[src/sv/box_blur_edge_average_unit_defines.svh]
// assertion macros for the box blur edge average unit
// no dependencies; taken in by the top level with an include
`ifndef BOX_BLUR_EDGE_AVERAGE_UNIT_DEFINES_SVH
`define BOX_BLUR_EDGE_AVERAGE_UNIT_DEFINES_SVH

`ifndef ASSERT_OFF
// property that must hold at every clock edge outside reset
`define BBEA_ASSERT(lbl, clk, rst, prop, msg) \
  lbl: assert property (@(posedge clk) disable iff (rst) (prop)) else $error(msg);
// condition that must hold in the cycle after the trigger
`define BBEA_ASSERT_NEXT(lbl, clk, rst, ante, cons, msg) \
  lbl: assert property (@(posedge clk) disable iff (rst) (ante) |=> (cons)) else $error(msg);
`else
`define BBEA_ASSERT(lbl, clk, rst, prop, msg)
`define BBEA_ASSERT_NEXT(lbl, clk, rst, ante, cons, msg)
`endif

`endif

[src/sv/bbea_div.sv]
// bit-serial restoring divider, three channels sharing one divisor
// no package dependencies
`timescale 1ns / 1ps
`default_nettype none

module bbea_div #(
  parameter int SB = 13,
  parameter int NB = 5
) (
  input  logic          clk,
  input  logic          rst,
  input  logic          start,
  input  logic [SB-1:0] num_r,
  input  logic [SB-1:0] num_g,
  input  logic [SB-1:0] num_b,
  input  logic [NB-1:0] den,
  output logic          done,
  output logic [SB-1:0] quo_r,
  output logic [SB-1:0] quo_g,
  output logic [SB-1:0] quo_b
);

  localparam int STEP_W = $clog2(SB);

  logic              busy;
  logic [STEP_W-1:0] step;
  logic [NB-1:0]     den_q;
  logic [2:0][SB-1:0] quo;
  logic [2:0][NB-1:0] rem;
  logic [2:0][SB-1:0] quo_next;
  logic [2:0][NB-1:0] rem_next;

  // one quotient bit per channel each cycle while busy
  always_comb begin
    logic [NB:0] shifted;
    for (int ch = 0; ch < 3; ch++) begin
      shifted = {rem[ch], quo[ch][SB-1]};
      if (shifted >= {1'b0, den_q}) begin
        rem_next[ch] = NB'(shifted - {1'b0, den_q});
        quo_next[ch] = {quo[ch][SB-2:0], 1'b1};
      end else begin
        rem_next[ch] = NB'(shifted);
        quo_next[ch] = {quo[ch][SB-2:0], 1'b0};
      end
    end
  end

  // step control
  always_ff @(posedge clk) begin
    if (rst) begin
      busy <= 1'b0;
      done <= 1'b0;
      step <= '0;
    end else begin
      done <= 1'b0;
      if (start) begin
        busy <= 1'b1;
        step <= '0;
      end else if (busy) begin
        step <= step + STEP_W'(1);
        if (step == STEP_W'(SB - 1)) begin
          busy <= 1'b0;
          done <= 1'b1;
        end
      end
    end
  end

  // operand and partial result registers
  always_ff @(posedge clk) begin
    if (start) begin
      quo   <= {num_b, num_g, num_r};
      rem   <= '0;
      den_q <= den;
    end else if (busy) begin
      quo <= quo_next;
      rem <= rem_next;
    end
  end

  assign quo_r = quo[0];
  assign quo_g = quo[1];
  assign quo_b = quo[2];

endmodule

`default_nettype wire

[config.mk]
export PLATFORM = sky130hd
export DESIGN_NAME = bbea_div
export DESIGN_NICKNAME = d
export VERILOG_FILES = /design/src/sv/box_blur_edge_average_unit_defines.svh /design/src/sv/bbea_div.sv
export SDC_FILE = /design/constraint.sdc
export NUM_CORES = 1
export LEC_CHECK = 0
export BUFFER_PORTS_ARGS = -buffer_cell sky130_fd_sc_hd__buf_4
export CAP_MARGIN = 20
export CORE_MARGIN = 4
export CORE_UTILIZATION = 53
export DETAILED_ROUTE_END_ITERATION = 10
export PLACE_DENSITY = 0.91
export SETUP_SLACK_MARGIN = 0.3
export SYNTH_ARGS = -nofsm -noshare
export SYNTH_HDL_FRONTEND = slang
export SYNTH_SLANG_ARGS = --single-unit
[constraint.sdc]
create_clock -name clk -period 3.04 [get_ports clk]
set_input_delay 0.608 -clock clk [delete_from_list [all_inputs] [get_ports clk]]
set_output_delay 0.608 -clock clk [all_outputs]
set_load 0.05 [all_outputs]
==> results of run 1 <==
[final cells by class]
class	count	area, sq um
timing repair buffer	90	676
inverter	19	71.3
sequential	65	1740
clock buffer	11	131
fill	390	1760
tap	75	93.8
multi-input combinational	180	1500
clock inverter	5	56.3
[where the power goes]
part	total [W]	internal [W]	switching (W)
Clock	0.000705	0.000378	0.000327
Sequential	0.00111	0.00105	0.0000605
Combinational	0.000715	0.000274	0.000441
Total	0.00253	0.00170	0.000829
[through the flow]
stage	cells	util, %	worst slack, ps
2_1_floorplan	272	-	613
3_3_place_gp	429	67.7	837
3_5_place_dp	429	67.7	753
4_1_cts	445	70.8	750
5_1_grt	445	70.8	587
6_report	445	70.8	742
[per-layer routing]
layer | part of all wire, % | global-route usage, %
met2 | 51 | 37.9
met5 | 0 | 0
met1 | 37 | 27.2
met3 | 9.3 | 6.91
met4 | 3.3 | 12.3
[worst max-delay path by stage]
stage	endpoint	slack, ps	cells past startpoint
floorplan	rem[14]	610	8
global placement	rem[14]	840	8
detailed placement	quo_g[0]	750	8
CTS	quo_g[0]	750	8
global route	quo_g[0]	590	8
finish	quo_g[0]	740	8
[cells in the mapped netlist, types with 5 or more instances]
| master | number |
|---|---|
| and2_1 | 5 |
| dfxtp_1 | 21 |
| o211ai_1 | 5 |
| edfxtp_1 | 44 |
| inv_1 | 19 |
| mux2_2 | 37 |
| nand3_1 | 7 |
| buf_2 | 5 |
| ha_1 | 17 |
| nand4_1 | 5 |
| nand2_1 | 12 |
| o21ai_0 | 5 |
| nor2_1 | 20 |
| a21oi_1 | 11 |
[flip-flops by register name (all words and copies together) (netlist names)]
| name | count |
|---|---|
| quo_g | 13 |
| busy | 1 |
| done | 1 |
| rem | 15 |
| step | 4 |
| quo_b | 13 |
| den_q | 5 |
| quo_r | 13 |
[logic make-up after synthesis]
group | synth area share [%]
compound gates | 11.7
xor+xnor | 1.57
fa+ha+maj | 8.15
buf+inv | 3.22
flops | 52.1
mux | 13.1
simple gates | 10.2
[worst max-delay path: stages (launching register included)]
cell and delay (ps):
edfxtp_1 380, inv_1 90, ha_1 180, inv_1 60, fa_1 420, a211o_1 270, o211ai_1 230, and2_1 330
a21oi_1 100
[cell usage in the layout, fill, tap and decap left out, types with 3 or more instances in the layout]
master and instances:
fa_1 3, inv_1 19, or3_1 4, nand4_1 5, edfxtp_1 44, a311oi_1 4
buf_4 90, nor2_1 20, nand2_1 12, nand3_1 7, and2_1 5, o21ai_0 5
and3_1 3, a21oi_1 11, mux2_2 37, dfxtp_1 21, o221ai_1 3, ha_1 17
clkbuf_8 9, xor2_1 4, o211ai_1 5
==> out/results.ini, run 1 <==
[logic_synthesis]
syn_nets=339
synth_top_area_share_pct=39.5
avgSynthCellArea_sq_um=12.3
seq_area_frac_synth_pct=52.1
async_flop_share_pct=0
synth_cell_type_count=45
synth-seq-cells=65
netlist_area_sq_um=3350
yosys-top-cells-area=edfxtp_1 39%, dfxtp_1 13%, mux2_2 12%
synthFlopType=edfxtp_1
synthCells=272
yosysWarnings=0
synth_edf_count=44
synth.largest_area_cell=edfxtp_1

[clocking]
postCtsSetupBuffers=0
clk_path_buf_depth=2
cts-root-buf=clkbuf_8
clkSinkCount=65
post_cts_resized=0
numCtsBuffers=9
ctsHoldBuffers=0
htree_levels=3
cts.clk_slew.worst_paths_ps=70
cts_tree=done
clk_latency_ps=340

[setup_path]
cp-end-kind=register
worstSetupStartpoint=quo_g[12]
reg2reg_from=quo_g[12]
worst-endpoint-arrival_ps=2380
r2r-end=quo_g[0]
cp_max_fo=7
critical_path_required_ps=3120
rrSetupSlack_ps=740
reg2reg_depth=8
worst-setup-path-type=register to register
crit_path_start_kind=register

[grt]
grt_pass1_vias=2779
track_usage_pct=23.2
overflow=0
grt_start_max_net_pins=40
antenna_found_initial=0
grt_first_pass_wirelength_mm=13.4

[min_path]
hold_depth=2
worstHoldStart=rst
hold_path.class=primary input to register
min_delay_worst_endpoint=busy

[sta]
worst_pin_slew_ps=710
slew_violations=0
max_freq_ghz=0.435
fin_skew_ps=7.63
setup_violations=0
setup_tns_ps=0
max_slew_margin_pct=52.5
timing.final.crit_share_pct=75.6
rsz0062_at_grt=false
hold_ws_ps=426
period_needed_ps=2300
hold_viol=0

[die]
ios=87
die_area_sq_um=7650
start_util_pct=55.5
num_rows=28
die_h_um=87.5
core_area_sq_um=6030
die_w_um=87.5

[finish]
final_layout_size_suffix_gt1_share_pct=39.5
antenna_cells=0
stdcell_area_sq_um=4270
final_nets=432
areaGrowthSynthToFinish_pct=27.5

[route]
post-route-drc-count=0
avgRoutedWirePerCell_um=18.7
first_pass_iters=5
vias=2649
ant_nets=0
via_per_inst=5.95
drt_iter0_markers=194
wl_mm=8.32

[place]
gp_congestion=0.969
io_buffers=86
place_area_sq_um=4080
dp_hpwl_mm=6.03

[job]
max_cap_viol_count=0

[outcome]
status=finished clean

[pwr]
power_leakage_nw=1.79
power.density_nw_per_um2=593
finalPower_w=0.00253
peakVddDrop_uv=451

(Power assumes the default switching activity.)
==> run 2: changes to the inputs <==
==> constraint.sdc (replaced) <==
create_clock -name clk -period 2.3 [get_ports clk]
set_input_delay 0.46 -clock clk [delete_from_list [all_inputs] [get_ports clk]]
set_output_delay 0.46 -clock clk [all_outputs]
set_load 0.05 [all_outputs]
==> out/results.ini, run 2 (synthesis gave the netlist of run 1 again) <==
[route]
first_pass_iters=5  ; unchanged
post-route-drc-count=0  ; unchanged
via_per_inst=6.09  ; +2.4%
avgRoutedWirePerCell_um=21.0  ; +13%
drt_iter0_markers=277  ; +43%
vias=2846  ; +7.4%
ant_nets=0  ; unchanged
wl_mm=9.83  ; +18%

[clocking]
clk_path_buf_depth=2  ; unchanged
clkSinkCount=65  ; unchanged
cts_tree=done
cts-root-buf=clkbuf_8
numCtsBuffers=9  ; unchanged
cts.clk_slew.worst_paths_ps=80  ; about the same
ctsHoldBuffers=0  ; unchanged
htree_levels=3  ; unchanged
clk_latency_ps=350  ; about the same

[place]
gp_congestion=0.892  ; -8.0%
placed_cells=433  ; +0.93%
io_buffers=86  ; unchanged
dp_hpwl_mm=6.41  ; +6.3%

[setup_path]
cpPeakStageDelay_ps=440  ; +20 ps
cp_top_family=adder cells
crit_path_start_kind=register
path_buf_inv=2  ; unchanged
cp_max_fo=5  ; -2
slowest_stage=edfxtp_1
worst-endpoint-arrival_ps=2300  ; -80 ps
reg2reg_from=den_q[0]
worstSetupStartpoint=den_q[0]
worst-setup-path-type=register to register
critical_path_required_ps=2390  ; -730 ps
cp_cell_sequence=buf_4, ha_2, inv_2, fa_2, a211o_1, o211ai_1, and2_4, a21oi_1
cp-end-kind=register

[pwr]
switching_share_pct=34.8  ; +2.0 points
pwr-share-clk_pct=27.6  ; -0.3 points
peakVddDrop_uv=559  ; +24%
seq_power_share_pct=41.2  ; -2.6 points
comb_power_share_pct=31.2  ; +2.9 points
p_sw_w=0.00123  ; +49%
power_leakage_nw=1.91  ; +6.5%
finalPower_w=0.00355  ; +40%
power.density_nw_per_um2=780  ; +32%
internal_power_w=0.00232  ; +36%

[sta]
rsz0062_at_grt=true
max_slew_margin_pct=67.7  ; +15 points
period_needed_ps=2220  ; -79.8 ps
worst_pin_slew_ps=483  ; -227 ps
max_freq_ghz=0.451  ; +3.6%
setup_violations=0  ; unchanged
fin_skew_ps=14.0  ; +6.38 ps
hold_viol=0  ; unchanged
slew_violations=0  ; unchanged
timing.final.crit_share_pct=96.4  ; +21 points

[grt]
grt_pass1_vias=2930  ; +5.4%
use_met2_pct=45.7  ; +7.7 points
grt_first_pass_wirelength_mm=15.7  ; +17%
antenna_found_initial=0  ; unchanged
use_met1_pct=32.4  ; +5.1 points
use_met3_pct=8.61  ; +1.7 points
overflow=0  ; unchanged
grt_start_max_net_pins=40  ; unchanged
top_usage_layer=met2
track_usage_pct=27.5  ; +4.4 points

[finish]
final_layout_size_suffix_gt1_share_pct=48.5  ; +9.0 points
stdcell_count=467  ; +4.9%
layout_commonest_cell=buf_4
largest_register=rem
antenna_cells=0  ; unchanged
largest_reg_flops=15  ; unchanged
areaGrowthSynthToFinish_pct=36.1
mostFrequentLayoutCells=110 x buf_4, 44 x edfxtp_1, 37 x mux2_2
final_nets=454  ; +5.1%

[die]
ios=87  ; unchanged
core_area_sq_um=6030  ; unchanged
die_w_um=87.5  ; unchanged
num_rows=28  ; unchanged
die_area_sq_um=7650  ; unchanged
start_util_pct=55.5  ; unchanged
die_h_um=87.5  ; unchanged

[job]
max_cap_viol_count=0  ; unchanged

[min_path]
worstHoldStart=rst
hold_path.class=primary input to register

[outcome]
status=finished clean

## run 2: cell types whose count changed in the layout (fill, tap and decap cells not counted), sizes merged
cell	change
bufinv	-1
clkinv	-2
buf	+22
clkinvlp	+2
inv	+1
## run 2: path summary, 6_finish.rpt
path	to	slack, ps	depth (start not counted)
max	quo_r[0]	80	8
min	busy	270	2
max reg2reg	quo_r[0]	80	8
min reg2reg	rem[14]	500	1
## run 2: power by group through the flow
stage / combinational [W] / clock (W) / sequential [W]
final: 0.00111 / 0.000982 / 0.00146
after global routing: 0.00118 / 0.00104 / 0.00147
after CTS: 0.00104 / 0.000972 / 0.00146
after detailed placement: 0.000975 / 0 / 0.00148
after global placement: 0.000943 / 0 / 0.00148
after floorplan: 0.000406 / 0 / 0.00173
## run 2: layout make-up
type,count,area (sq um)
Clock buffer,11,163
Clock inverter,5,36.3
Fill cell,331,1470
Inverter,19,71.3
Multi-Input combinational cell,180,1590
Sequential cell,65,1740
Tap cell,75,93.8
Timing Repair Buffer,112,857
## run 2: per-layer routing
layer  up-vias  share of wire, %  wire length [um]
met4         0               4.0               390
li1       1270                 -                 -
met2       178                51              4970
met3        41               9.1               896
met5         -                 0                 0
met1      1357                36              3570
## run 2: timing repair
| item | CTS | global route |
|---|---|---|
| setup endpoints to repair | 14 | 18 |
| buffers inserted | 14 | 4 |
| gates resized for setup | 7 | 12 |
| pin swaps | 5 | 8 |
## run 2: through the flow
step,cell area (sq um),utilization (%),hold WS [ps],setup slack (ps),TNS (ps)
after floorplan,3370,-,443,-96.0,-181
after global placement,4140,68.8,454,164,0
after detailed placement,4140,68.8,476,85.6,0
after CTS,4480,74.3,262,136,0
after global routing,4550,75.5,250,16.2,0
final,4550,75.5,272,82.0,0
==> run 3: changes to the inputs <==
--- a/config.mk
+++ b/config.mk
@@ -7,7 +7,7 @@
 export LEC_CHECK = 0
 export BUFFER_PORTS_ARGS = -buffer_cell sky130_fd_sc_hd__buf_4
 export CAP_MARGIN = 20
-export CORE_MARGIN = 4
+export CORE_MARGIN = 2
 export CORE_UTILIZATION = 53
 export DETAILED_ROUTE_END_ITERATION = 10
 export PLACE_DENSITY = 0.91
==> out/results.ini, run 3 (synthesis gave the netlist of run 1 again) <==
[finish]
final_nets=453  ; -0.22%
n_fill_cell=352  ; +6.3%
fin_util_pct=75.7  ; +0.15 points
stdcell_count=466  ; -0.21%
largest_register=rem
layout_commonest_cell=buf_4
areaGrowthSynthToFinish_pct=36.3
antenna_cells=0  ; unchanged
largest_reg_flops=15  ; unchanged
mostFrequentLayoutCells=108 x buf_4, 44 x edfxtp_1, 36 x mux2_2
final_layout_size_suffix_gt1_share_pct=48.3  ; -0.13 points

[route]
wl_mm=8.80  ; -10%
first_pass_iters=5  ; unchanged
avgRoutedWirePerCell_um=18.9  ; -10%
via_per_inst=5.93  ; -2.6%
vias=2765  ; -2.8%
ant_nets=0  ; unchanged
drt_iter0_markers=212  ; -23%
post-route-drc-count=0  ; unchanged

[grt]
grt_start_max_net_pins=40  ; unchanged
overflow=0  ; unchanged
grt_first_pass_wirelength_mm=13.8  ; -12%
antenna_found_initial=0  ; unchanged
track_usage_pct=25.3  ; -2.3 points
grt_pass1_vias=2946  ; +0.55%

[setup_path]
reg2reg_from=quo_b[12]
rrSetupSlack_ps=70  ; -20 ps
worstSetupStartpoint=quo_b[12]
reg2reg_depth=8  ; unchanged
cp_top_family=compound AO/OA/AOI/OAI gates
crit_end=rem[14]
slowest_stage=edfxtp_1
cpPeakStageDelay_ps=400  ; -40 ps
critical_path_required_ps=2530  ; +140 ps
cp.depth=8  ; unchanged
r2r-end=rem[14]
cp-end-kind=register
worst-endpoint-arrival_ps=2470  ; +170 ps
path_buf_inv=2  ; unchanged
cp_max_fo=3  ; -2
cp_cell_sequence=inv_1, ha_2, inv_2, fa_2, a21o_1, o211a_4, or3_1, a32o_1
crit_path_start_kind=register
worst-setup-path-type=register to register

[place]
dp_hpwl_mm=5.89  ; -8.1%
gp_congestion=0.901  ; +1.0%
io_buffers=86  ; unchanged
placed_cells=432  ; -0.23%

[pwr]
power.density_nw_per_um2=806  ; +3.2%
power_leakage_nw=1.93  ; +1.2%
comb_power_share_pct=29.6  ; -1.6 points
pwr-share-clk_pct=30.7  ; +3.1 points
switching_share_pct=33.3  ; -1.5 points
seq_power_share_pct=39.7  ; -1.5 points
internal_power_w=0.00245  ; +5.8%
p_sw_w=0.00122  ; -0.99%
peakVddDrop_uv=684  ; +22%

[sta]
hold_ws_ps=271  ; -0.876 ps
worst_pin_slew_ps=524  ; +41.1 ps
setup_violations=0  ; unchanged
max_slew_margin_pct=64.9  ; -2.7 points
hold_viol=0  ; unchanged
timing.final.crit_share_pct=97.1  ; +0.66 points
period_needed_ps=2230  ; +15.1 ps
max_freq_ghz=0.448  ; -0.68%
rsz0062_at_grt=true
slew_violations=0  ; unchanged
fin_skew_ps=13.7  ; -0.360 ps

[clocking]
ctsHoldBuffers=0  ; unchanged
cts.clk_slew.worst_paths_ps=80  ; about the same
cts_tree=done
htree_levels=3  ; unchanged
clk_path_buf_depth=2  ; unchanged
clk_latency_ps=350  ; about the same
clkSinkCount=65  ; unchanged
numCtsBuffers=9  ; unchanged
cts-root-buf=clkbuf_8

[die]
ios=87  ; unchanged
die_h_um=83.5  ; -4.6%
die_w_um=83.5  ; -4.6%
start_util_pct=55.5  ; unchanged
die_area_sq_um=6960  ; -8.9%
num_rows=28  ; unchanged
core_area_sq_um=6030  ; unchanged

[job]
max_cap_viol_count=0  ; unchanged

[min_path]
hold_path.class=primary input to register

[outcome]
status=finished clean

run 3: cell count changes in the layout (fill, tap and decap cells not counted), sizes merged:
cell and delta:
clkbuf -2, buf -1, clkinvlp -2, inv +1
bufinv +2, clkinv +1
run 3: timing repair:
action | 4_1_cts | 5_1_grt
endpoints found under the setup margin | 14 | 18
buffers inserted | 14 | 4
resized for setup | 8 | 12
pin swaps | 7 | 9
run 3: worst min path at each step:
stage / to / depth (start not counted) / from
floorplan: rem[14] / 1 / rem[14]
global placement: rem[14] / 1 / rem[14]
detailed placement: rem[13] / 2 / rem[13]
CTS: busy / 2 / rst
global route: busy / 2 / rst
finish: busy / 2 / rst
run 3: worst reg2reg max path, stage by stage (launching register included):
cell and delay, ps:
edfxtp_1 400, inv_1 80, ha_2 190, inv_2 40, fa_2 340, a21o_1 200
o211a_4 250, or3_1 340, a32o_1 260
run 3: power groups by stage:
stage | Sequential, W | Combinational [W] | Clock (W)
finish | 0.00146 | 0.00109 | 0.00113
global route | 0.00147 | 0.00115 | 0.00119
CTS | 0.00146 | 0.00102 | 0.00113
detailed placement | 0.00148 | 0.000966 | 0
global placement | 0.00148 | 0.000943 | 0
floorplan | 0.00173 | 0.000406 | 0
run 3: per-layer routing:
layer  wire length [um]  track usage (%)  vias up
met5                  0                0        -
met4                236             9.09        0
met3                843             9.89       25
met2               4340             43.8      148
met1               3390             28.3     1324
li1                   -                -     1268
run 3: cell type report:
cell class,instances,area [sq um],share of cell area [%]
Clock buffer,9,124,2.72
Clock inverter,7,101,2.22
Inverter,19,71.3,1.56
Multi-Input combinational cell,180,1580,34.5
Sequential cell,65,1740,38.2
Tap cell,75,93.8,2.06
Timing Repair Buffer,111,853,18.7
run 3: per-stage QoR:
stage / power (W) / worst slack [ps] / instance area, sq um / setup TNS, ps
after global placement: 0.00242 / 144 / 4140 / 0
after CTS: 0.00361 / 105 / 4470 / 0
after floorplan: 0.00214 / -96.0 / 3370 / -181
after global routing: 0.00380 / -25.4 / 4560 / -25.9
final: 0.00367 / 66.8 / 4560 / 0
after detailed placement: 0.00244 / 97.2 / 4140 / 0
